<file path="src/rtl/mtep_pkg.sv">
`timescale 1ns / 1ps

package mtep_pkg;

  // Parser phase within one track event.
  typedef enum logic [2:0] {
    PH_DELTA,
    PH_STATUS,
    PH_DATA1,
    PH_DATA2,
    PH_MTYPE,
    PH_MLEN,
    PH_SKIP,
    PH_TEMPO
  } phase_t;

  // Sequencer around the shared divider and the result queue.
  typedef enum logic [1:0] {
    SQ_IDLE,
    SQ_DIV_BPM,
    SQ_DIV_TICK,
    SQ_EMIT
  } seq_t;

  typedef enum logic [3:0] {
    K_DELTA   = 4'd0,
    K_FWD     = 4'd1,
    K_PRESS   = 4'd2,
    K_RELEASE = 4'd3,
    K_VOLUME  = 4'd4,
    K_PAN     = 4'd5,
    K_PATCH   = 4'd6,
    K_TEMPO   = 4'd7,
    K_ERROR   = 4'd8
  } kind_t;

  // Upper nibble of a channel status byte.
  localparam logic [3:0] MSG_NOTE_OFF = 4'h8;
  localparam logic [3:0] MSG_NOTE_ON  = 4'h9;
  localparam logic [3:0] MSG_KEY_AT   = 4'hA;
  localparam logic [3:0] MSG_CONTROL  = 4'hB;
  localparam logic [3:0] MSG_PATCH    = 4'hC;
  localparam logic [3:0] MSG_PRESSURE = 4'hD;
  localparam logic [3:0] MSG_SYSTEM   = 4'hF;

  localparam logic [7:0] META_STATUS = 8'hFF;
  localparam logic [7:0] META_TEMPO  = 8'h51;
  localparam logic [7:0] TEMPO_LEN   = 8'd3;
  localparam logic [7:0] CC_VOLUME   = 8'h07;
  localparam logic [7:0] CC_PAN      = 8'h0A;
  localparam int unsigned DELTA_MAX_BYTES = 4;

  // Register map.
  localparam int unsigned CFG_ADDR_W = 3;
  localparam logic REG_CHANNEL_MASK = 1'b0;
  localparam logic REG_TICKS        = 1'b1;
  localparam logic [15:0] CHANNEL_MASK_RESET = 16'hFFFF;
  localparam logic [14:0] TICKS_RESET        = 15'd20;

  // Shared divider sizing.
  localparam int unsigned DIV_N_W   = 26;
  localparam int unsigned DIV_D_W   = 24;
  localparam int unsigned DIV_CNT_W = $clog2(DIV_N_W + 1);
  localparam logic [DIV_N_W-1:0] BPM_DIVIDEND = 26'd60000000;

  localparam int unsigned QUEUE_DEPTH = 4;
  localparam int unsigned QUEUE_IDX_W = $clog2(QUEUE_DEPTH);
  localparam int unsigned QUEUE_CNT_W = $clog2(QUEUE_DEPTH + 1);

  // One queued result; wide fields for delta and tempo are held apart.
  typedef struct packed {
    kind_t      kind;
    logic [3:0] channel;
    logic [7:0] data;
    logic [6:0] velocity;
  } note_t;

  typedef struct packed {
    logic               start;
    logic [DIV_N_W-1:0] dividend;
    logic [DIV_D_W-1:0] divisor;
  } div_req_t;

  typedef struct packed {
    logic               done;
    logic [DIV_N_W-1:0] quotient;
  } div_rsp_t;

endpackage

</file>
<file path="src/rtl/mtep_if.sv">
`timescale 1ns / 1ps

interface mtep_in_if;
  logic       valid;
  logic       ready;
  logic [7:0] track_byte;

  modport source (output valid, output track_byte, input ready);
  modport sink (input valid, input track_byte, output ready);
endinterface

interface mtep_out_if;
  logic        valid;
  logic        ready;
  logic [3:0]  kind;
  logic [3:0]  channel;
  logic [7:0]  data;
  logic [6:0]  velocity;
  logic [27:0] delta_ticks;
  logic [25:0] beats_per_minute;
  logic [23:0] tick_length_us;
  logic        last;

  modport source (output valid, output kind, output channel, output data, output velocity,
                  output delta_ticks, output beats_per_minute, output tick_length_us,
                  output last, input ready);
  modport sink (input valid, input kind, input channel, input data, input velocity,
                input delta_ticks, input beats_per_minute, input tick_length_us,
                input last, output ready);
endinterface

</file>
<file path="src/rtl/mtep_div.sv">
`timescale 1ns / 1ps

// Restoring divider, one quotient bit per cycle.
module mtep_div (
  input  logic                clk,
  input  logic                rst,
  input  mtep_pkg::div_req_t  req,
  output mtep_pkg::div_rsp_t  rsp
);

  logic                              busy;
  logic                              done;
  logic [mtep_pkg::DIV_CNT_W-1:0]    count;
  logic [mtep_pkg::DIV_N_W-1:0]      quot;
  logic [mtep_pkg::DIV_D_W-1:0]      rem;
  logic [mtep_pkg::DIV_D_W-1:0]      divisor;
  logic [mtep_pkg::DIV_D_W:0]        rem_sh;
  logic                              ge;
  logic [mtep_pkg::DIV_D_W:0]        diff;

  always_comb begin
    rem_sh = {rem, quot[mtep_pkg::DIV_N_W-1]};
    ge     = rem_sh >= {1'b0, divisor};
    diff   = rem_sh - {1'b0, divisor};
  end

  always_ff @(posedge clk) begin
    if (rst) begin
      busy  <= 1'b0;
      done  <= 1'b0;
      count <= '0;
    end else begin
      done <= busy && (count == mtep_pkg::DIV_CNT_W'(1));
      if (req.start) begin
        busy  <= 1'b1;
        count <= mtep_pkg::DIV_CNT_W'(mtep_pkg::DIV_N_W);
      end else if (busy) begin
        count <= count - mtep_pkg::DIV_CNT_W'(1);
        if (count == mtep_pkg::DIV_CNT_W'(1)) begin
          busy <= 1'b0;
        end
      end
    end
  end

  always_ff @(posedge clk) begin
    if (req.start) begin
      quot    <= req.dividend;
      divisor <= req.divisor;
      rem     <= '0;
    end else if (busy) begin
      quot <= {quot[mtep_pkg::DIV_N_W-2:0], ge};
      rem  <= ge ? diff[mtep_pkg::DIV_D_W-1:0] : rem_sh[mtep_pkg::DIV_D_W-1:0];
    end
  end

  assign rsp.done     = done;
  assign rsp.quotient = quot;

endmodule

</file>
<file path="src/rtl/mtep_cfg.sv">
`timescale 1ns / 1ps

// Configuration registers behind an APB-style port; writes take effect on the access beat.
module mtep_cfg (
  input  logic                            clk,
  input  logic                            rst,
  input  logic                            psel,
  input  logic                            penable,
  input  logic                            pwrite,
  input  logic [mtep_pkg::CFG_ADDR_W-1:0] paddr,
  input  logic [31:0]                     pwdata,
  output logic [31:0]                     prdata,
  output logic                            pready,
  output logic [15:0]                     channel_mask,
  output logic [14:0]                     ticks_per_quarter
);

  logic wr_en;

  assign pready = 1'b1;
  assign wr_en  = psel && penable && pwrite && pready;

  always_ff @(posedge clk) begin
    if (rst) begin
      channel_mask      <= mtep_pkg::CHANNEL_MASK_RESET;
      ticks_per_quarter <= mtep_pkg::TICKS_RESET;
    end else if (wr_en) begin
      case (paddr[2])
        mtep_pkg::REG_CHANNEL_MASK: channel_mask      <= pwdata[15:0];
        mtep_pkg::REG_TICKS:        ticks_per_quarter <= pwdata[14:0];
        default: ;
      endcase
    end
  end

  always_comb begin
    case (paddr[2])
      mtep_pkg::REG_CHANNEL_MASK: prdata = {16'd0, channel_mask};
      mtep_pkg::REG_TICKS:        prdata = {17'd0, ticks_per_quarter};
      default:                    prdata = '0;
    endcase
  end

endmodule

</file>
<file path="src/rtl/midi_track_event_parser.sv">
`timescale 1ns / 1ps

// Channel     Dir  Payload
// track_in    in   track_byte[7:0]
// result_out  out  kind, channel, data, velocity, delta_ticks, beats_per_minute,
//                  tick_length_us, last
// cfg (APB)   in   channel_mask at 0x0, ticks_per_quarter at 0x4
//
// A track byte is taken when the sequencer is idle. Its results, up to four, then
// leave one per cycle through the output register while the output is not stalled.
// The final byte of a nonzero tempo runs the shared divider twice, once for each
// 26-bit quotient, before its result is loaded into the output register; the next
// byte is taken only after that load. Reset is synchronous and returns the parser to
// the start of a delta time. A stalled output beat holds the sequencer in place, while
// an idle parser still accepts.
module midi_track_event_parser (
  input  logic                            clk,
  input  logic                            rst,
  mtep_in_if.sink                         track_in,
  mtep_out_if.source                      result_out,
  input  logic                            psel,
  input  logic                            penable,
  input  logic                            pwrite,
  input  logic [mtep_pkg::CFG_ADDR_W-1:0] paddr,
  input  logic [31:0]                     pwdata,
  output logic [31:0]                     prdata,
  output logic                            pready
);

  logic [15:0] channel_mask;
  logic [14:0] ticks_per_quarter;

  mtep_cfg u_cfg (
    .clk               (clk),
    .rst               (rst),
    .psel              (psel),
    .penable           (penable),
    .pwrite            (pwrite),
    .paddr             (paddr),
    .pwdata            (pwdata),
    .prdata            (prdata),
    .pready            (pready),
    .channel_mask      (channel_mask),
    .ticks_per_quarter (ticks_per_quarter)
  );

  // Parser state.
  mtep_pkg::phase_t phase, phase_next;
  logic [7:0]  status_byte, status_byte_next;
  logic [7:0]  first_data, first_data_next;
  logic [27:0] delta_accumulator, delta_accumulator_next;
  logic [2:0]  delta_byte_count, delta_byte_count_next;
  logic [7:0]  meta_type, meta_type_next;
  logic [7:0]  meta_remaining, meta_remaining_next;
  logic [23:0] tempo_accumulator, tempo_accumulator_next;

  // Results of the current byte, drained one per cycle while the output register is free.
  mtep_pkg::note_t queue [mtep_pkg::QUEUE_DEPTH];
  mtep_pkg::note_t q_new [mtep_pkg::QUEUE_DEPTH];
  logic [mtep_pkg::QUEUE_CNT_W-1:0] q_cnt, q_cnt_next;
  logic [mtep_pkg::QUEUE_IDX_W-1:0] q_idx;
  logic [27:0] delta_hold, delta_hold_next;
  logic [25:0] bpm_hold;
  logic [23:0] tick_hold;
  logic        tempo_go;

  mtep_pkg::seq_t state, state_next;
  logic accept;
  logic slot_free;
  logic emit_load;
  logic emit_last;

  mtep_pkg::div_req_t div_req;
  mtep_pkg::div_rsp_t div_rsp;

  mtep_div u_div (
    .clk (clk),
    .rst (rst),
    .req (div_req),
    .rsp (div_rsp)
  );

  // Output register.
  logic                 out_valid;
  mtep_pkg::kind_t      out_kind;
  logic [3:0]           out_channel;
  logic [7:0]           out_data;
  logic [6:0]           out_velocity;
  logic [27:0]          out_delta;
  logic [25:0]          out_bpm;
  logic [23:0]          out_tick;
  logic                 out_last;

  assign accept    = track_in.valid && track_in.ready;
  assign slot_free = !out_valid || result_out.ready;
  assign emit_last = ({1'b0, q_idx} == (q_cnt - mtep_pkg::QUEUE_CNT_W'(1)));

  // Parse one byte: next phase and registers, plus the results it causes.
  always_comb begin
    logic [2:0]  n;
    logic [7:0]  b;
    logic [7:0]  fd;
    logic [7:0]  sec;
    logic [3:0]  hi;
    logic [3:0]  ch;
    logic        fin;
    logic [23:0] tempo_sh;

    b   = track_in.track_byte;
    n   = '0;
    fin = 1'b0;
    fd  = first_data;
    sec = '0;
    hi  = '0;
    ch  = '0;
    tempo_sh = '0;

    phase_next             = phase;
    status_byte_next       = status_byte;
    first_data_next        = first_data;
    delta_accumulator_next = delta_accumulator;
    delta_byte_count_next  = delta_byte_count;
    meta_type_next         = meta_type;
    meta_remaining_next    = meta_remaining;
    tempo_accumulator_next = tempo_accumulator;
    delta_hold_next        = delta_hold;
    tempo_go               = 1'b0;
    for (int i = 0; i < mtep_pkg::QUEUE_DEPTH; i++) begin
      q_new[i] = '0;
    end

    case (phase)
      mtep_pkg::PH_DELTA: begin
        delta_accumulator_next = {delta_accumulator[20:0], b[6:0]};
        delta_byte_count_next  = delta_byte_count + 3'd1;
        if (b[7]) begin
          if (delta_byte_count_next >= 3'(mtep_pkg::DELTA_MAX_BYTES)) begin
            q_new[0].kind = mtep_pkg::K_ERROR;
            n = 3'd1;
            delta_accumulator_next = '0;
            delta_byte_count_next  = '0;
          end
        end else begin
          q_new[0].kind   = mtep_pkg::K_DELTA;
          n               = 3'd1;
          delta_hold_next = delta_accumulator_next;
          delta_accumulator_next = '0;
          delta_byte_count_next  = '0;
          phase_next = mtep_pkg::PH_STATUS;
        end
      end
      mtep_pkg::PH_STATUS: begin
        if (b == mtep_pkg::META_STATUS) begin
          phase_next = mtep_pkg::PH_MTYPE;
        end else if (!b[7] || b[7:4] == mtep_pkg::MSG_SYSTEM ||
                     b[7:4] == mtep_pkg::MSG_PRESSURE) begin
          // Running status, channel pressure and system bytes are not followed: report and resync.
          q_new[0].kind = mtep_pkg::K_ERROR;
          n = 3'd1;
          phase_next = mtep_pkg::PH_DELTA;
        end else begin
          status_byte_next = b;
          phase_next       = mtep_pkg::PH_DATA1;
        end
      end
      mtep_pkg::PH_DATA1: begin
        first_data_next = b;
        fd              = b;
        if (status_byte[7:4] == mtep_pkg::MSG_PATCH) begin
          fin = 1'b1;
        end else begin
          phase_next = mtep_pkg::PH_DATA2;
        end
      end
      mtep_pkg::PH_DATA2: begin
        fin = 1'b1;
        sec = b;
      end
      mtep_pkg::PH_MTYPE: begin
        meta_type_next = b;
        phase_next     = mtep_pkg::PH_MLEN;
      end
      mtep_pkg::PH_MLEN: begin
        if (meta_type == mtep_pkg::META_TEMPO) begin
          if (b != mtep_pkg::TEMPO_LEN) begin
            q_new[0].kind = mtep_pkg::K_ERROR;
            n = 3'd1;
            phase_next = mtep_pkg::PH_DELTA;
          end else begin
            meta_remaining_next    = mtep_pkg::TEMPO_LEN;
            tempo_accumulator_next = '0;
            phase_next             = mtep_pkg::PH_TEMPO;
          end
        end else if (b == 8'd0) begin
          phase_next = mtep_pkg::PH_DELTA;
        end else begin
          meta_remaining_next = b;
          phase_next          = mtep_pkg::PH_SKIP;
        end
      end
      mtep_pkg::PH_SKIP: begin
        meta_remaining_next = meta_remaining - 8'd1;
        if (meta_remaining_next == 8'd0) begin
          phase_next = mtep_pkg::PH_DELTA;
        end
      end
      mtep_pkg::PH_TEMPO: begin
        tempo_sh               = {tempo_accumulator[15:0], b};
        tempo_accumulator_next = tempo_sh;
        meta_remaining_next    = meta_remaining - 8'd1;
        if (meta_remaining_next == 8'd0) begin
          q_new[0].kind = mtep_pkg::K_TEMPO;
          n = 3'd1;
          tempo_go   = (tempo_sh != 24'd0);
          phase_next = mtep_pkg::PH_DELTA;
        end
      end
      default: begin
        phase_next = mtep_pkg::PH_DELTA;
      end
    endcase

    // A complete channel message: raw bytes first when enabled, then the notification.
    if (fin) begin
      hi = status_byte[7:4];
      ch = status_byte[3:0];
      if (channel_mask[ch]) begin
        q_new[n[1:0]].kind = mtep_pkg::K_FWD;
        q_new[n[1:0]].data = status_byte;
        n = n + 3'd1;
        q_new[n[1:0]].kind = mtep_pkg::K_FWD;
        q_new[n[1:0]].data = fd;
        n = n + 3'd1;
        if (hi != mtep_pkg::MSG_PATCH) begin
          q_new[n[1:0]].kind = mtep_pkg::K_FWD;
          q_new[n[1:0]].data = sec;
          n = n + 3'd1;
        end
      end
      case (hi)
        mtep_pkg::MSG_NOTE_OFF, mtep_pkg::MSG_NOTE_ON, mtep_pkg::MSG_KEY_AT: begin
          // Note off and any zero velocity count as a release; aftertouch otherwise is quiet.
          if (hi == mtep_pkg::MSG_NOTE_OFF || sec == 8'd0) begin
            q_new[n[1:0]] = '{mtep_pkg::K_RELEASE, ch, fd, sec[6:0]};
            n = n + 3'd1;
          end else if (hi == mtep_pkg::MSG_NOTE_ON) begin
            q_new[n[1:0]] = '{mtep_pkg::K_PRESS, ch, fd, sec[6:0]};
            n = n + 3'd1;
          end
        end
        mtep_pkg::MSG_CONTROL: begin
          if (fd == mtep_pkg::CC_VOLUME) begin
            q_new[n[1:0]] = '{mtep_pkg::K_VOLUME, ch, sec, 7'd0};
            n = n + 3'd1;
          end else if (fd == mtep_pkg::CC_PAN) begin
            q_new[n[1:0]] = '{mtep_pkg::K_PAN, ch, sec, 7'd0};
            n = n + 3'd1;
          end
        end
        mtep_pkg::MSG_PATCH: begin
          q_new[n[1:0]] = '{mtep_pkg::K_PATCH, ch, fd, 7'd0};
          n = n + 3'd1;
        end
        default: ;
      endcase
      phase_next = mtep_pkg::PH_DELTA;
    end

    q_cnt_next = n;
  end

  // Sequencer: next state.
  always_comb begin
    state_next = state;
    case (state)
      mtep_pkg::SQ_IDLE: begin
        if (accept) begin
          if (tempo_go) begin
            state_next = mtep_pkg::SQ_DIV_BPM;
          end else if (q_cnt_next != '0) begin
            state_next = mtep_pkg::SQ_EMIT;
          end
        end
      end
      mtep_pkg::SQ_DIV_BPM: begin
        if (div_rsp.done) begin
          state_next = mtep_pkg::SQ_DIV_TICK;
        end
      end
      mtep_pkg::SQ_DIV_TICK: begin
        if (div_rsp.done) begin
          state_next = mtep_pkg::SQ_EMIT;
        end
      end
      mtep_pkg::SQ_EMIT: begin
        if (emit_load && emit_last) begin
          state_next = mtep_pkg::SQ_IDLE;
        end
      end
      default: state_next = mtep_pkg::SQ_IDLE;
    endcase
  end

  // Sequencer: outputs. The divider first takes 60000000 / tempo, then tempo / division.
  always_comb begin
    track_in.ready   = 1'b0;
    emit_load        = 1'b0;
    div_req.start    = 1'b0;
    div_req.dividend = mtep_pkg::BPM_DIVIDEND;
    div_req.divisor  = tempo_accumulator_next;
    case (state)
      mtep_pkg::SQ_IDLE: begin
        track_in.ready = 1'b1;
        div_req.start  = accept && tempo_go;
      end
      mtep_pkg::SQ_DIV_BPM: begin
        div_req.start    = div_rsp.done;
        div_req.dividend = {2'd0, tempo_accumulator};
        // A division of zero is taken as one.
        div_req.divisor  = (ticks_per_quarter == 15'd0) ? 24'd1 : {9'd0, ticks_per_quarter};
      end
      mtep_pkg::SQ_EMIT: begin
        emit_load = slot_free;
      end
      default: ;
    endcase
  end

  always_ff @(posedge clk) begin
    if (rst) begin
      state             <= mtep_pkg::SQ_IDLE;
      phase             <= mtep_pkg::PH_DELTA;
      status_byte       <= '0;
      first_data        <= '0;
      delta_accumulator <= '0;
      delta_byte_count  <= '0;
      meta_type         <= '0;
      meta_remaining    <= '0;
      tempo_accumulator <= '0;
      q_cnt             <= '0;
      q_idx             <= '0;
      out_valid         <= 1'b0;
    end else begin
      state <= state_next;
      if (accept) begin
        phase             <= phase_next;
        status_byte       <= status_byte_next;
        first_data        <= first_data_next;
        delta_accumulator <= delta_accumulator_next;
        delta_byte_count  <= delta_byte_count_next;
        meta_type         <= meta_type_next;
        meta_remaining    <= meta_remaining_next;
        tempo_accumulator <= tempo_accumulator_next;
        q_cnt             <= q_cnt_next;
        q_idx             <= '0;
      end else if (emit_load) begin
        q_idx <= q_idx + mtep_pkg::QUEUE_IDX_W'(1);
      end
      if (emit_load) begin
        out_valid <= 1'b1;
      end else if (result_out.ready) begin
        out_valid <= 1'b0;
      end
    end
  end

  // Payload registers.
  always_ff @(posedge clk) begin
    if (accept) begin
      queue      <= q_new;
      delta_hold <= delta_hold_next;
      bpm_hold   <= '0;
      tick_hold  <= '0;
    end else if (div_rsp.done && state == mtep_pkg::SQ_DIV_BPM) begin
      bpm_hold <= div_rsp.quotient;
    end else if (div_rsp.done && state == mtep_pkg::SQ_DIV_TICK) begin
      tick_hold <= div_rsp.quotient[23:0];
    end
    if (emit_load) begin
      out_kind     <= queue[q_idx].kind;
      out_channel  <= queue[q_idx].channel;
      out_data     <= queue[q_idx].data;
      out_velocity <= queue[q_idx].velocity;
      out_delta    <= (queue[q_idx].kind == mtep_pkg::K_DELTA) ? delta_hold : 28'd0;
      out_bpm      <= (queue[q_idx].kind == mtep_pkg::K_TEMPO) ? bpm_hold : 26'd0;
      out_tick     <= (queue[q_idx].kind == mtep_pkg::K_TEMPO) ? tick_hold : 24'd0;
      out_last     <= emit_last;
    end
  end

  assign result_out.valid            = out_valid;
  assign result_out.kind             = out_kind;
  assign result_out.channel          = out_channel;
  assign result_out.data             = out_data;
  assign result_out.velocity         = out_velocity;
  assign result_out.delta_ticks      = out_delta;
  assign result_out.beats_per_minute = out_bpm;
  assign result_out.tick_length_us   = out_tick;
  assign result_out.last             = out_last;

endmodule

</file>
<file path="src/flat_wrapper.sv">
// flat-port wrapper written by rule: the top's interface ports become plain ports
module midi_track_event_parser_flat 
  (clk, rst, psel, penable, pwrite, paddr, pwdata, prdata, pready, track_in_valid, track_in_track_byte, track_in_ready, result_out_valid, result_out_kind, result_out_channel, result_out_data, result_out_velocity, result_out_delta_ticks, result_out_beats_per_minute, result_out_tick_length_us, result_out_last, result_out_ready);
  mtep_in_if track_in_i ();
  mtep_out_if result_out_i ();
  input  logic clk;
  input  logic rst;
  input  logic psel;
  input  logic penable;
  input  logic pwrite;
  input  logic [mtep_pkg::CFG_ADDR_W-1:0] paddr;
  input  logic [31:0] pwdata;
  output logic [31:0] prdata;
  output logic pready;
  input wire logic [$bits(track_in_i.valid)-1:0] track_in_valid;
  input wire logic [$bits(track_in_i.track_byte)-1:0] track_in_track_byte;
  output wire logic [$bits(track_in_i.ready)-1:0] track_in_ready;
  output wire logic [$bits(result_out_i.valid)-1:0] result_out_valid;
  output wire logic [$bits(result_out_i.kind)-1:0] result_out_kind;
  output wire logic [$bits(result_out_i.channel)-1:0] result_out_channel;
  output wire logic [$bits(result_out_i.data)-1:0] result_out_data;
  output wire logic [$bits(result_out_i.velocity)-1:0] result_out_velocity;
  output wire logic [$bits(result_out_i.delta_ticks)-1:0] result_out_delta_ticks;
  output wire logic [$bits(result_out_i.beats_per_minute)-1:0] result_out_beats_per_minute;
  output wire logic [$bits(result_out_i.tick_length_us)-1:0] result_out_tick_length_us;
  output wire logic [$bits(result_out_i.last)-1:0] result_out_last;
  input wire logic [$bits(result_out_i.ready)-1:0] result_out_ready;
  assign track_in_i.valid = track_in_valid;
  assign track_in_i.track_byte = track_in_track_byte;
  assign track_in_ready = track_in_i.ready;
  assign result_out_valid = result_out_i.valid;
  assign result_out_kind = result_out_i.kind;
  assign result_out_channel = result_out_i.channel;
  assign result_out_data = result_out_i.data;
  assign result_out_velocity = result_out_i.velocity;
  assign result_out_delta_ticks = result_out_i.delta_ticks;
  assign result_out_beats_per_minute = result_out_i.beats_per_minute;
  assign result_out_tick_length_us = result_out_i.tick_length_us;
  assign result_out_last = result_out_i.last;
  assign result_out_i.ready = result_out_ready;
  midi_track_event_parser u_core (.clk(clk), .rst(rst), .track_in(track_in_i), .result_out(result_out_i), .psel(psel), .penable(penable), .pwrite(pwrite), .paddr(paddr), .pwdata(pwdata), .prdata(prdata), .pready(pready));
endmodule
</file>
<file path="config.mk">
export PLATFORM = sky130hd
export DESIGN_NAME = midi_track_event_parser_flat
export DESIGN_NICKNAME = d
export VERILOG_FILES = /design/src/rtl/mtep_pkg.sv /design/src/rtl/mtep_if.sv /design/src/rtl/mtep_div.sv /design/src/rtl/mtep_cfg.sv /design/src/rtl/midi_track_event_parser.sv /design/src/flat_wrapper.sv
export SDC_FILE = /design/constraint.sdc
export NUM_CORES = 1
export LEC_CHECK = 0
export BUFFER_PORTS_ARGS = -buffer_cell sky130_fd_sc_hd__buf_2
export CORE_ASPECT_RATIO = 1.5
export CORE_MARGIN = 5
export CORE_UTILIZATION = 40
export CTS_BUF_LIST = sky130_fd_sc_hd__clkbuf_8
export CTS_CLUSTER_SIZE = 8
export DETAILED_ROUTE_END_ITERATION = 16
export HOLD_SLACK_MARGIN = 0.08
export PLACE_DENSITY = 0.6
export SYNTH_ARGS = -nofsm -noshare
export SYNTH_HDL_FRONTEND = slang
export SYNTH_SLANG_ARGS = --single-unit
</file>
<file path="constraint.sdc">
create_clock -name clk -period 8.4 [get_ports clk]
set_input_delay 0.84 -clock clk [delete_from_list [all_inputs] [get_ports clk]]
set_output_delay 0.84 -clock clk [all_outputs]
set_load 0.02 [all_outputs]
</file>
* Word level (Yosys, flattened, before mapping)
Cells that the tools add are included.
** Storage, ports and cells
- Register bits :: 475
- Bits of input ports :: 50
- Logic and storage cells :: 275
** Cells by class
- Add/sub/neg operators :: 10
- Order comparisons :: 12
- Equality and inequality tests :: 36
- Mux-type cells :: 114
- Bitwise gates (word level) :: 10
- Reductions and logical operators :: 45
** Operator list (count)
- $bwmux 92 :: 11
- $mux 92 :: 8
- $demux 23 s2 :: 7
- $pmux 92 s3 :: 1
- $mux 23 :: 6
- $mux 24 :: 3
- $pmux 32 s2 :: 1
- $mux 3 :: 21
- $mux 15 :: 4
- $mux 26 :: 2
- $mux 50 :: 1
- $pmux 24 s2 :: 1
- $bmux 23 s2 :: 1
- $mux 21 :: 2
- $mux 8 :: 5
- $eq 4x4->1 const B :: 7
- $ge 25x24->1 :: 1
- $logic_not 8->1 :: 3
- $mux 4 :: 6
- $reduce_bool 24->1 :: 1
- $sub 24x24->24 :: 1
- $ge 3x3->1 const B :: 6
- $pmux 3 s6 :: 1
- $mux 1 :: 16
- other kinds (53) :: 111

* Logic depth before layout (Yosys ltp)
Gate-level depths: netlist of the first run.
- Depth after elaboration :: 25
- Gate-level depth with buffers :: 17

* Modules after synthesis
A second synthesis of the first run with hierarchy kept.
** Second synthesis, totals
- Cell total of the unflattened synthesis :: 2115
- Area total of the unflattened synthesis :: 22412.7 um^2
** Modules (own cells, without submodules)
- midi_track_event_parser :: times used 1, cells an instance 1491, area an instance 16159.2 um^2, sequential area each 9399.0 um^2
- mtep_div :: times used 1, cells an instance 452, area an instance 4610.7 um^2, sequential area each 2122.0 um^2
- mtep_cfg :: times used 1, cells an instance 172, area an instance 1642.8 um^2, sequential area each 620.6 um^2

* Least setup slack after synthesis of the first run
OpenSTA, ideal clock, no wires.
- Path type :: input to register
- Start point :: in result_out_ready
- End point :: reg u_core.q_idx[1] (netlist name)
- Arrival :: 6.216 ns
- Data required time :: 8.322 ns
- Path slack :: 2.106 ns
- Stages :: 5
- Path buffers :: 0
- Cell sequence :: nor2b_1 nor2b_1 nand2_1 xor2_1 nor3_1
** Between the ends
- Cells in the longest elaborated chain, start to end :: 2
** Ends and longest elaborated chain
- from (decl) :: line flat_wrapper.sv:27 : input wire logic [$bits(result_out_i.ready)-1:0] result_out_ready;
- $logic_or 1x1->1 :: line midi_track_event_parser.sv:95 : assign slot_free = !out_valid || result_out.ready;
- $mux 1 :: line midi_track_event_parser.sv:311 : case (state)
- net u_core.emit_load :: line midi_track_event_parser.sv:70 : logic emit_load;
- to (signal assigned) :: line midi_track_event_parser.sv:357 : q_idx <= q_idx + mtep_pkg::QUEUE_IDX_W'(1);
- to (decl) :: line midi_track_event_parser.sv:61 : logic [mtep_pkg::QUEUE_IDX_W-1:0] q_idx;
The timed path passes the listed nets, and every way through them passes these cells.
A chain may end at the register's enable or synchronous reset.

* Final worst setup path of the first run
- Start point :: reg u_core.meta_remaining[0]
- End point :: reg u_core.queue[82] (netlist name) (data pin)
** Between the ends
- Cells in the longest elaborated chain, start to end :: 21
- Elaborated cells on any way between the ends :: 56
- Classes of those cells :: add/sub: 4; order compare: 8; mux: 35; bitwise: 4; reduce/logical: 5
** Ends and longest elaborated chain
- from (decl) :: line midi_track_event_parser.sv:54 : logic [7:0] meta_remaining, meta_remaining_next;
- from (signal assigned) :: line midi_track_event_parser.sv:352 : meta_remaining <= meta_remaining_next;
- $sub 8x1->8 * :: line midi_track_event_parser.sv:210 : meta_remaining_next = meta_remaining - 8'd1;
- $logic_not 8->1 * :: line midi_track_event_parser.sv:211 : if (meta_remaining_next == 8'd0) begin
- $mux 1 * :: line midi_track_event_parser.sv:211
- $pmux 3 s4 * :: line midi_track_event_parser.sv:132 : case (phase)
- branches (longest 16 deep; another with $add 3x1->3)
- $pmux 92 s3 * :: line midi_track_event_parser.sv:240 : case (hi)
- to (signal assigned) :: line midi_track_event_parser.sv:370 : queue <= q_new;
- to (decl) :: line midi_track_event_parser.sv:58 : mtep_pkg::note_t queue [mtep_pkg::QUEUE_DEPTH];
Every way passes the cells marked *. The select of a mux whose other input is x is not followed.

==> tab_implementation.tex, run 1 <==
\begin{tabular}{lr}
\hline
Metric & Value \\
\hline
\multicolumn{2}{l}{\textbf{Run status}} \\
\quad Result of the run & finished clean \\
\multicolumn{2}{l}{\textbf{Clock tree}} \\
\quad Number of buffers added by the clock tree synthesis step & 73 \\
\quad Maximum root-to-sink buffer count & 3 \\
\quad Latest clock arrival within the worst-skew pair & 650 ps \\
\quad H-tree lvl count & 3 \\
\quad Clock sink total & 472 \\
\quad Post-CTS Hold Buffers & 0 \\
\quad Post-CTS setup buffer count & 0 \\
\quad Clock-pin slew of the registers on the worst-case setup and hold paths & 70 ps \\
\quad CTS tree & done \\
\quad Clock root buffer & sky130\_fd\_sc\_hd\_\_clkbuf\_8 \\
\quad Resize count post-CTS & 0 \\
\multicolumn{2}{l}{\textbf{Timing}} \\
\quad Post-route fraction of the period consumed by the critical path & 56.26\% \\
\quad Count of endpoints failing hold in the final timing report & 0 \\
\quad Min Tclk post-route & 4725 ps \\
\quad Final setup vio count & 0 \\
\quad Post-route clock skew & 35.31 ps \\
\quad Fmax achieved & 211.6 MHz \\
\quad Transition at the pin with the smallest max-transition slack & 1128 ps \\
\quad TNS Setup & 0 ps \\
\quad Max-slew violations & 0 \\
\quad RSZ-0062 raised after global routing & no \\
\quad Worst slew margin relative to its limit & 24.83\% \\
\multicolumn{2}{l}{\textbf{GRT}} \\
\quad Maximum number of pins on one net before global-route repair & 96 \\
\quad Overall Global Routing Usage & 18.94\% \\
\quad Number of antenna violations at the first check in global routing & 2 \\
\quad Number of global-route vias before repair & 15820 \\
\quad Aggregate global routing overflow & 0 \\
\quad Wire length of the first global-routing pass & 88490 um \\
\multicolumn{2}{l}{\textbf{Drt}} \\
\quad Antenna Nets Post-Route & 0 \\
\quad Via count normalized by instance count & 5.479 \\
\quad Detailed-route DRC error count & 0 \\
\quad Starting DRC count in detailed routing & 1120 \\
\quad Routed wire length per instance & 19.28 um \\
\quad Total Wirelength & 56670 um \\
\quad DRT Pass-1 Iters & 6 \\
\quad Number of vias after detailed routing & 16110 \\
\multicolumn{2}{l}{\textbf{Floorplan}} \\
\quad Starting density of the core & 40.25\% \\
\quad Row count & 104 \\
\quad Chip height & 294.5 um \\
\quad CORE AREA & 53610 um\^{}2 \\
\quad Number of I/O pins & 187 \\
\quad Chip width & 199.6 um \\
\quad Die ar. & 58790 um\^{}2 \\
\multicolumn{2}{l}{\textbf{Synth}} \\
\quad Yosys top cell by area & sky130\_fd\_sc\_hd\_\_edfxtp\_1 \\
\quad Post-synthesis area per instance & 10.39 um\^{}2 \\
\quad Synth Register Bits & 472 \\
\quad Count of distinct cell types in the synthesized netlist & 86 \\
\quad Top FF cell, synth & sky130\_fd\_sc\_hd\_\_edfxtp\_1 \\
\quad Area of the mapped netlist & 21580 um\^{}2 \\
\quad Sequential fraction of the synthesis area & 56.26\% \\
\quad Async set or reset register ratio after synthesis & 0\% \\
\quad Share of the synthesized area in the top cell type & 37.43\% \\
\quad Number of enable-type register cells in the synthesized netlist & 269 \\
\quad Syn Inst Count & 2076 \\
\quad Yosys Warn Count & 0 \\
\quad Synth top area cells & sky130\_fd\_sc\_hd\_\_edfxtp\_1 (37\%), sky130\_fd\_sc\_hd\_\_dfxtp\_1 (19\%), sky130\_fd\_sc\_hd\_\_nand2\_1 (5.2\%) \\
\multicolumn{2}{l}{\textbf{Setup path}} \\
\quad Crit path required time & 8890 ps \\
\quad Category of the critical setup timing path & flop to flop \\
\quad Highest-delay cell along the critical path & sky130\_fd\_sc\_hd\_\_ha\_1 \\
\quad Cell repeated most along the worst path & sky130\_fd\_sc\_hd\_\_ha\_1 \\
\quad Highest net fanout along the worst path & 22 \\
\quad Startpoint types & flop \\
\quad Arr. time, crit path & 5210 ps \\
\quad Endpoint kind of the worst setup timing path & flop \\
\quad CP Cell Sequence & inv\_1, ha\_1, or3b\_2, o32ai\_1, o2111a\_1, nand2\_1, nand4\_1, inv\_2, nor2\_1, a21oi\_1, ha\_1, nand3\_1, a221o\_1, a31oi\_1 \\
\quad CP max stage delay & 600 ps \\
\multicolumn{2}{l}{\textbf{Worst hold path}} \\
\quad Worst min-delay path category & primary input to flop \\
\multicolumn{2}{l}{\textbf{Pwr}} \\
\quad Power density over cell area & 226.1 nW/um\^{}2 \\
\quad Lkg Pwr & 8.699 nW \\
\quad Post-route total power & 5.451 mW \\
\quad Max VDD drop & 0.0001081 V \\
\multicolumn{2}{l}{\textbf{Place}} \\
\quad Placed wire-length estimate & 39140 um \\
\quad Gpl congestion & 0.9170 \\
\quad Buffers added on ports & 151 \\
\multicolumn{2}{l}{\textbf{Finish}} \\
\quad Nets@finish & 2286 \\
\quad Commonest non-fill, non-tap cell in the layout & sky130\_fd\_sc\_hd\_\_nand2\_1 \\
\quad Area Growth Syn to Fin & 11.70\% \\
\quad Share of cells above drive strength 1 & 14.71\% \\
\quad Commonest cells after routing, fill and taps aside & sky130\_fd\_sc\_hd\_\_nand2\_1 (298), sky130\_fd\_sc\_hd\_\_edfxtp\_1 (269), sky130\_fd\_sc\_hd\_\_dfxtp\_1 (201) \\
\multicolumn{2}{l}{\textbf{Job}} \\
\quad Max Cap Violations & 0 \\
\hline
\end{tabular}
## kinds of logic after synthesis
family	share of synthesized area (%)
AND/OR/NAND/NOR	16.56
buffers and inverters	4.430
other	0.03480
XOR/XNOR	1.177
multiplexers	5.705
flip-flops	56.26
AO/OA/AOI/OAI	13.42
adder cells (fa/ha/maj)	2.412
## worst max-delay path: cells and delay by family (launching register included)
family / cells / cell delay (ps)
adders and majority gates: 2 / 900
AOI/OAI and AO/OA: 5 / 1160
and+or+nand+nor: 5 / 1520
buffers and inverters: 2 / 540
DFF: 1 / 450
## cell usage after synthesis, types with 7 or more instances
| cell | n |
|---|---|
| sky130_fd_sc_hd__a211oi_1 | 16 |
| sky130_fd_sc_hd__a21o_1 | 10 |
| sky130_fd_sc_hd__a21oi_1 | 132 |
| sky130_fd_sc_hd__a22oi_1 | 80 |
| sky130_fd_sc_hd__a31oi_1 | 36 |
| sky130_fd_sc_hd__a32oi_1 | 7 |
| sky130_fd_sc_hd__and2_1 | 98 |
| sky130_fd_sc_hd__buf_2 | 17 |
| sky130_fd_sc_hd__buf_4 | 18 |
| sky130_fd_sc_hd__clkbuf_1 | 111 |
| sky130_fd_sc_hd__dfxtp_1 | 203 |
| sky130_fd_sc_hd__edfxtp_1 | 269 |
| sky130_fd_sc_hd__ha_1 | 40 |
| sky130_fd_sc_hd__inv_1 | 68 |
| sky130_fd_sc_hd__mux2_2 | 18 |
| sky130_fd_sc_hd__mux2i_1 | 42 |
| sky130_fd_sc_hd__mux4_2 | 24 |
| sky130_fd_sc_hd__nand2_1 | 298 |
| sky130_fd_sc_hd__nand2b_1 | 11 |
| sky130_fd_sc_hd__nand3_1 | 47 |
| sky130_fd_sc_hd__nand4_1 | 13 |
| sky130_fd_sc_hd__nor2_1 | 190 |
| sky130_fd_sc_hd__nor2b_1 | 16 |
| sky130_fd_sc_hd__nor3_1 | 28 |
| sky130_fd_sc_hd__nor4_1 | 15 |
| sky130_fd_sc_hd__o211ai_1 | 18 |
| sky130_fd_sc_hd__o21ai_0 | 73 |
| sky130_fd_sc_hd__o22ai_1 | 15 |
| sky130_fd_sc_hd__o31ai_1 | 8 |
| sky130_fd_sc_hd__xnor2_1 | 21 |
| sky130_fd_sc_hd__xor2_1 | 8 |
## routing by layer
| layer | share of wire (%) | global-route usage (%) |
|---|---|---|
| met1 | 37 | 21.10 |
| met2 | 53 | 35.07 |
| met3 | 5.6 | 3.133 |
| met4 | 4.4 | 8.337 |
| met5 | 0.014 | 0 |
## through the flow
step	setup slack [ps]	util [%]	instances	hold WS, ps	area (um^2)
final	3675	44.96	2940	424.0	24100
after global routing	3449	44.96	2940	413.4	24100
after CTS	3790	44.95	2939	388.3	24100
after detailed placement	3373	42.55	2809	420.7	22810
after global placement	3341	42.55	2809	412.5	22810
after floorplan	2106	-	2104	408.7	21680
## layout make-up
type,instances,area [um^2]
Multi-Input combinational cell,1405,8627
Clock buffer,77,1060
Sequential cell,472,12140
Inverter,73,276.5
Tap cell,689,862.1
Clock inverter,53,231.5
Fill cell,5105,29510
Antenna cell,1,2.502
Timing Repair Buffer,170,900.9
## path summary, 6_finish.rpt
path	startpoint	endpoint	slack, ps	depth (start not counted)
max	u_core.meta_remaining[0]	u_core.queue[82]	3670	14
max reg2reg	u_core.meta_remaining[0]	u_core.queue[82]	3670	14
min	pwdata[15]	u_core.u_cfg.channel_mask[15]	420	3
min reg2reg	u_core.delta_accumulator[18]	u_core.delta_hold[25]	430	0
## flip-flops by register name, summed over array words and instances (netlist names), 21 cells and up
register / flops
u_core.queue: 89
u_core.delta_accumulator: 21
u_core.result_out.beats_per_minute: 26
u_core.result_out.tick_length_us: 24
u_core.u_div.quot: 26
u_core.u_div.rem: 24
u_core.result_out.delta_ticks: 28
u_core.u_div.divisor: 24
u_core.tempo_accumulator: 24
u_core.tick_hold: 24
u_core.delta_hold: 28
u_core.bpm_hold: 26
## power breakdown
| part | switching [mW] | internal [mW] |
|---|---|---|
| Clock | 0.889 | 0.850 |
| Sequential | 0.0875 | 2.69 |
| Combinational | 0.641 | 0.295 |
Power figures use the tool's default switching activity.
==> run 2: changes to the inputs <==
- clock period: 8.4 -> 4.93 ns (I/O delays scaled with it)
==> tab_implementation.tex, run 2 (same netlist as run 1, synthesis figures left out) <==
\begin{tabular}{lr}
\hline
Metric & Value \\
\hline
\multicolumn{2}{l}{\textbf{Setup path}} \\
\quad Category of the critical setup timing path & flop to flop \\
\quad Startpoint types & flop \\
\quad Crit path required time & 5410 ps \\
\quad Highest net fanout along the worst path & 8 \\
\quad Arr. time, crit path & 4610 ps \\
\quad Endpoint kind of the worst setup timing path & flop \\
\multicolumn{2}{l}{\textbf{Floorplan}} \\
\quad Starting density of the core & 40.25\% \\
\quad CORE AREA & 53610 um\^{}2 \\
\quad Chip height & 294.5 um \\
\quad Chip width & 199.6 um \\
\quad Row count & 104 \\
\quad Number of I/O pins & 187 \\
\quad Die ar. & 58790 um\^{}2 \\
\multicolumn{2}{l}{\textbf{GRT}} \\
\quad Aggregate global routing overflow & 0 \\
\quad Wire length of the first global-routing pass & 89070 um \\
\quad Number of antenna violations at the first check in global routing & 1 \\
\quad Overall Global Routing Usage & 19.12\% \\
\quad Number of global-route vias before repair & 16010 \\
\quad Maximum number of pins on one net before global-route repair & 91 \\
\multicolumn{2}{l}{\textbf{Timing}} \\
\quad Post-route clock skew & 32.60 ps \\
\quad Transition at the pin with the smallest max-transition slack & 1238 ps \\
\quad Worst slew margin relative to its limit & 17.41\% \\
\quad Final setup vio count & 0 \\
\quad Max-slew violations & 0 \\
\quad RSZ-0062 raised after global routing & no \\
\quad Post-route setup slack & 799.2 ps \\
\quad Fmax achieved & 242.1 MHz \\
\quad Count of endpoints failing hold in the final timing report & 0 \\
\quad Min Tclk post-route & 4131 ps \\
\quad TNS Setup & 0 ps \\
\quad Post-route fraction of the period consumed by the critical path & 83.79\% \\
\multicolumn{2}{l}{\textbf{Clock tree}} \\
\quad H-tree lvl count & 3 \\
\quad Clock sink total & 472 \\
\quad Number of buffers added by the clock tree synthesis step & 73 \\
\quad Clock-pin slew of the registers on the worst-case setup and hold paths & 70 ps \\
\quad CTS tree & done \\
\quad Maximum root-to-sink buffer count & 3 \\
\quad Resize count post-CTS & 0 \\
\quad Latest clock arrival within the worst-skew pair & 640 ps \\
\quad Clock root buffer & sky130\_fd\_sc\_hd\_\_clkbuf\_8 \\
\multicolumn{2}{l}{\textbf{Place}} \\
\quad Placed wire-length estimate & 39990 um \\
\quad Setup Slack @ Placement & 758.1 ps \\
\quad Post-DP Area & 22920 um\^{}2 \\
\quad Gpl congestion & 0.9147 \\
\quad Buffers added on ports & 151 \\
\multicolumn{2}{l}{\textbf{Finish}} \\
\quad Commonest non-fill, non-tap cell in the layout & sky130\_fd\_sc\_hd\_\_nand2\_1 \\
\quad Commonest cells after routing, fill and taps aside & sky130\_fd\_sc\_hd\_\_nand2\_1 (298), sky130\_fd\_sc\_hd\_\_edfxtp\_1 (269), sky130\_fd\_sc\_hd\_\_dfxtp\_1 (201) \\
\quad Number of flip-flops under the largest register name & 89 \\
\quad Area Growth Syn to Fin & 12.76\% \\
\quad Post-layout instance area & 24330 um\^{}2 \\
\quad Register bank with the most flops & u\_core.queue \\
\quad Share of the core filled with cells & 45.39\% \\
\quad Share of cells above drive strength 1 & 15.16\% \\
\quad Nets@finish & 2311 \\
\multicolumn{2}{l}{\textbf{Pwr}} \\
\quad Switching power summed over all nets & 2.748 mW \\
\quad Combinational power share & 17.4\% \\
\quad Lkg Pwr & 8.813 nW \\
\quad Power density over cell area & 383.7 nW/um\^{}2 \\
\quad Post-route total power & 9.337 mW \\
\quad Part of the power in registers & 50.7\% \\
\quad P\_int & 6.589 mW \\
\quad Switching fraction of total power & 29.43\% \\
\quad Max VDD drop & 0.0001733 V \\
\quad Part of the power in the clock network & 32.0\% \\
\multicolumn{2}{l}{\textbf{Job}} \\
\quad Max Cap Violations & 0 \\
\multicolumn{2}{l}{\textbf{Drt}} \\
\quad Routed wire length per instance & 19.21 um \\
\quad DRT Pass-1 Iters & 5 \\
\quad Total Wirelength & 56970 um \\
\quad Number of vias after detailed routing & 16160 \\
\quad Detailed-route DRC error count & 0 \\
\quad Starting DRC count in detailed routing & 1127 \\
\quad Via count normalized by instance count & 5.450 \\
\quad Antenna Nets Post-Route & 0 \\
\multicolumn{2}{l}{\textbf{Run status}} \\
\quad Result of the run & finished clean \\
\multicolumn{2}{l}{\textbf{Worst hold path}} \\
\quad Worst min-delay path category & primary input to flop \\
\hline
\end{tabular}
run 2: changes by cell type in the layout (fill, tap and decap cells not counted):
cell | before | now
sky130_fd_sc_hd__inv_8 | 1 | 2
sky130_fd_sc_hd__and2_1 | 97 | 98
sky130_fd_sc_hd__clkinv_1 | 1 | 4
sky130_fd_sc_hd__dlygate4sd3_1 | 0 | 10
sky130_fd_sc_hd__and4b_2 | 1 | 0
sky130_fd_sc_hd__buf_4 | 20 | 35
sky130_fd_sc_hd__and4b_1 | 0 | 1
sky130_fd_sc_hd__clkinvlp_4 | 3 | 2
sky130_fd_sc_hd__inv_6 | 2 | 1
sky130_fd_sc_hd__inv_1 | 111 | 107
sky130_fd_sc_hd__clkbuf_8 | 77 | 79
sky130_fd_sc_hd__and2_2 | 1 | 0
run 2: worst paths after layout:
kind / start / endpoint / slack (ps) / cells after the start
worst max-delay path: u_core.meta_remaining[1] / u_core.queue[82] / 800 / 13
worst min-delay path: pwdata[3] / u_core.u_cfg.channel_mask[3] / 120 / 3
worst max register to register: u_core.meta_remaining[1] / u_core.queue[82] / 800 / 13
worst min register to register: u_core.delta_accumulator[16] / u_core.delta_hold[23] / 430 / 0
run 2: power by group through the flow:
stage	Clock [mW]	Sequential (mW)	Combinational, mW
after floorplan	0	4.87	1.07
after global placement	0	4.80	1.60
after detailed placement	0	4.82	1.62
after CTS	3.09	4.74	1.63
after global routing	3.28	4.76	1.78
final	2.98	4.73	1.62
run 2: routing by layer:
layer | part of all wire, % | track usage [%] | vias up | wire [um]
met5 | 0 | 0 | - | 0
met4 | 4.3 | 8.420 | 0 | 2466
met3 | 4.6 | 2.813 | 129 | 2596
met2 | 54 | 36.00 | 477 | 30820
met1 | 37 | 20.99 | 7823 | 21090
li1 | - | - | 7730 | -
run 2: cell type report:
cell class,count,area (um^2)
fill,5050,29280
sequential,472,12140
multi-input combinational,1405,8625
timing repair buffer,195,1114
clock buffer,79,1087
tap,689,862.1
inverter,73,276.5
clock inverter,51,222.7
antenna,1,2.502
run 2: timing repair:
item	CTS	global route
setup buffers	0	0
endpoints found under the hold margin	14	0
hold buffers	10	0
run 2: metrics by stage:
stage | hold slack [ps] | std cells
2_1_floorplan | 408.7 | 2104
3_3_place_gp | 412.2 | 2824
3_5_place_dp | 422.1 | 2824
4_1_cts | 82.60 | 2964
5_1_grt | 98.04 | 2965
6_report | 123.2 | 2965
run 2: critical path, cell delays in order (launching register included):
cell and delay, ps:
sky130_fd_sc_hd__dfxtp_1 350, sky130_fd_sc_hd__inv_1 110, sky130_fd_sc_hd__ha_1 290, sky130_fd_sc_hd__or3b_2 490
sky130_fd_sc_hd__o32ai_1 120, sky130_fd_sc_hd__o2111a_1 340, sky130_fd_sc_hd__nand2_1 220, sky130_fd_sc_hd__nand4_1 300
sky130_fd_sc_hd__ha_1 380, sky130_fd_sc_hd__a21oi_1 170, sky130_fd_sc_hd__ha_1 320, sky130_fd_sc_hd__nand3_1 350
sky130_fd_sc_hd__a221o_1 410, sky130_fd_sc_hd__a31oi_1 140
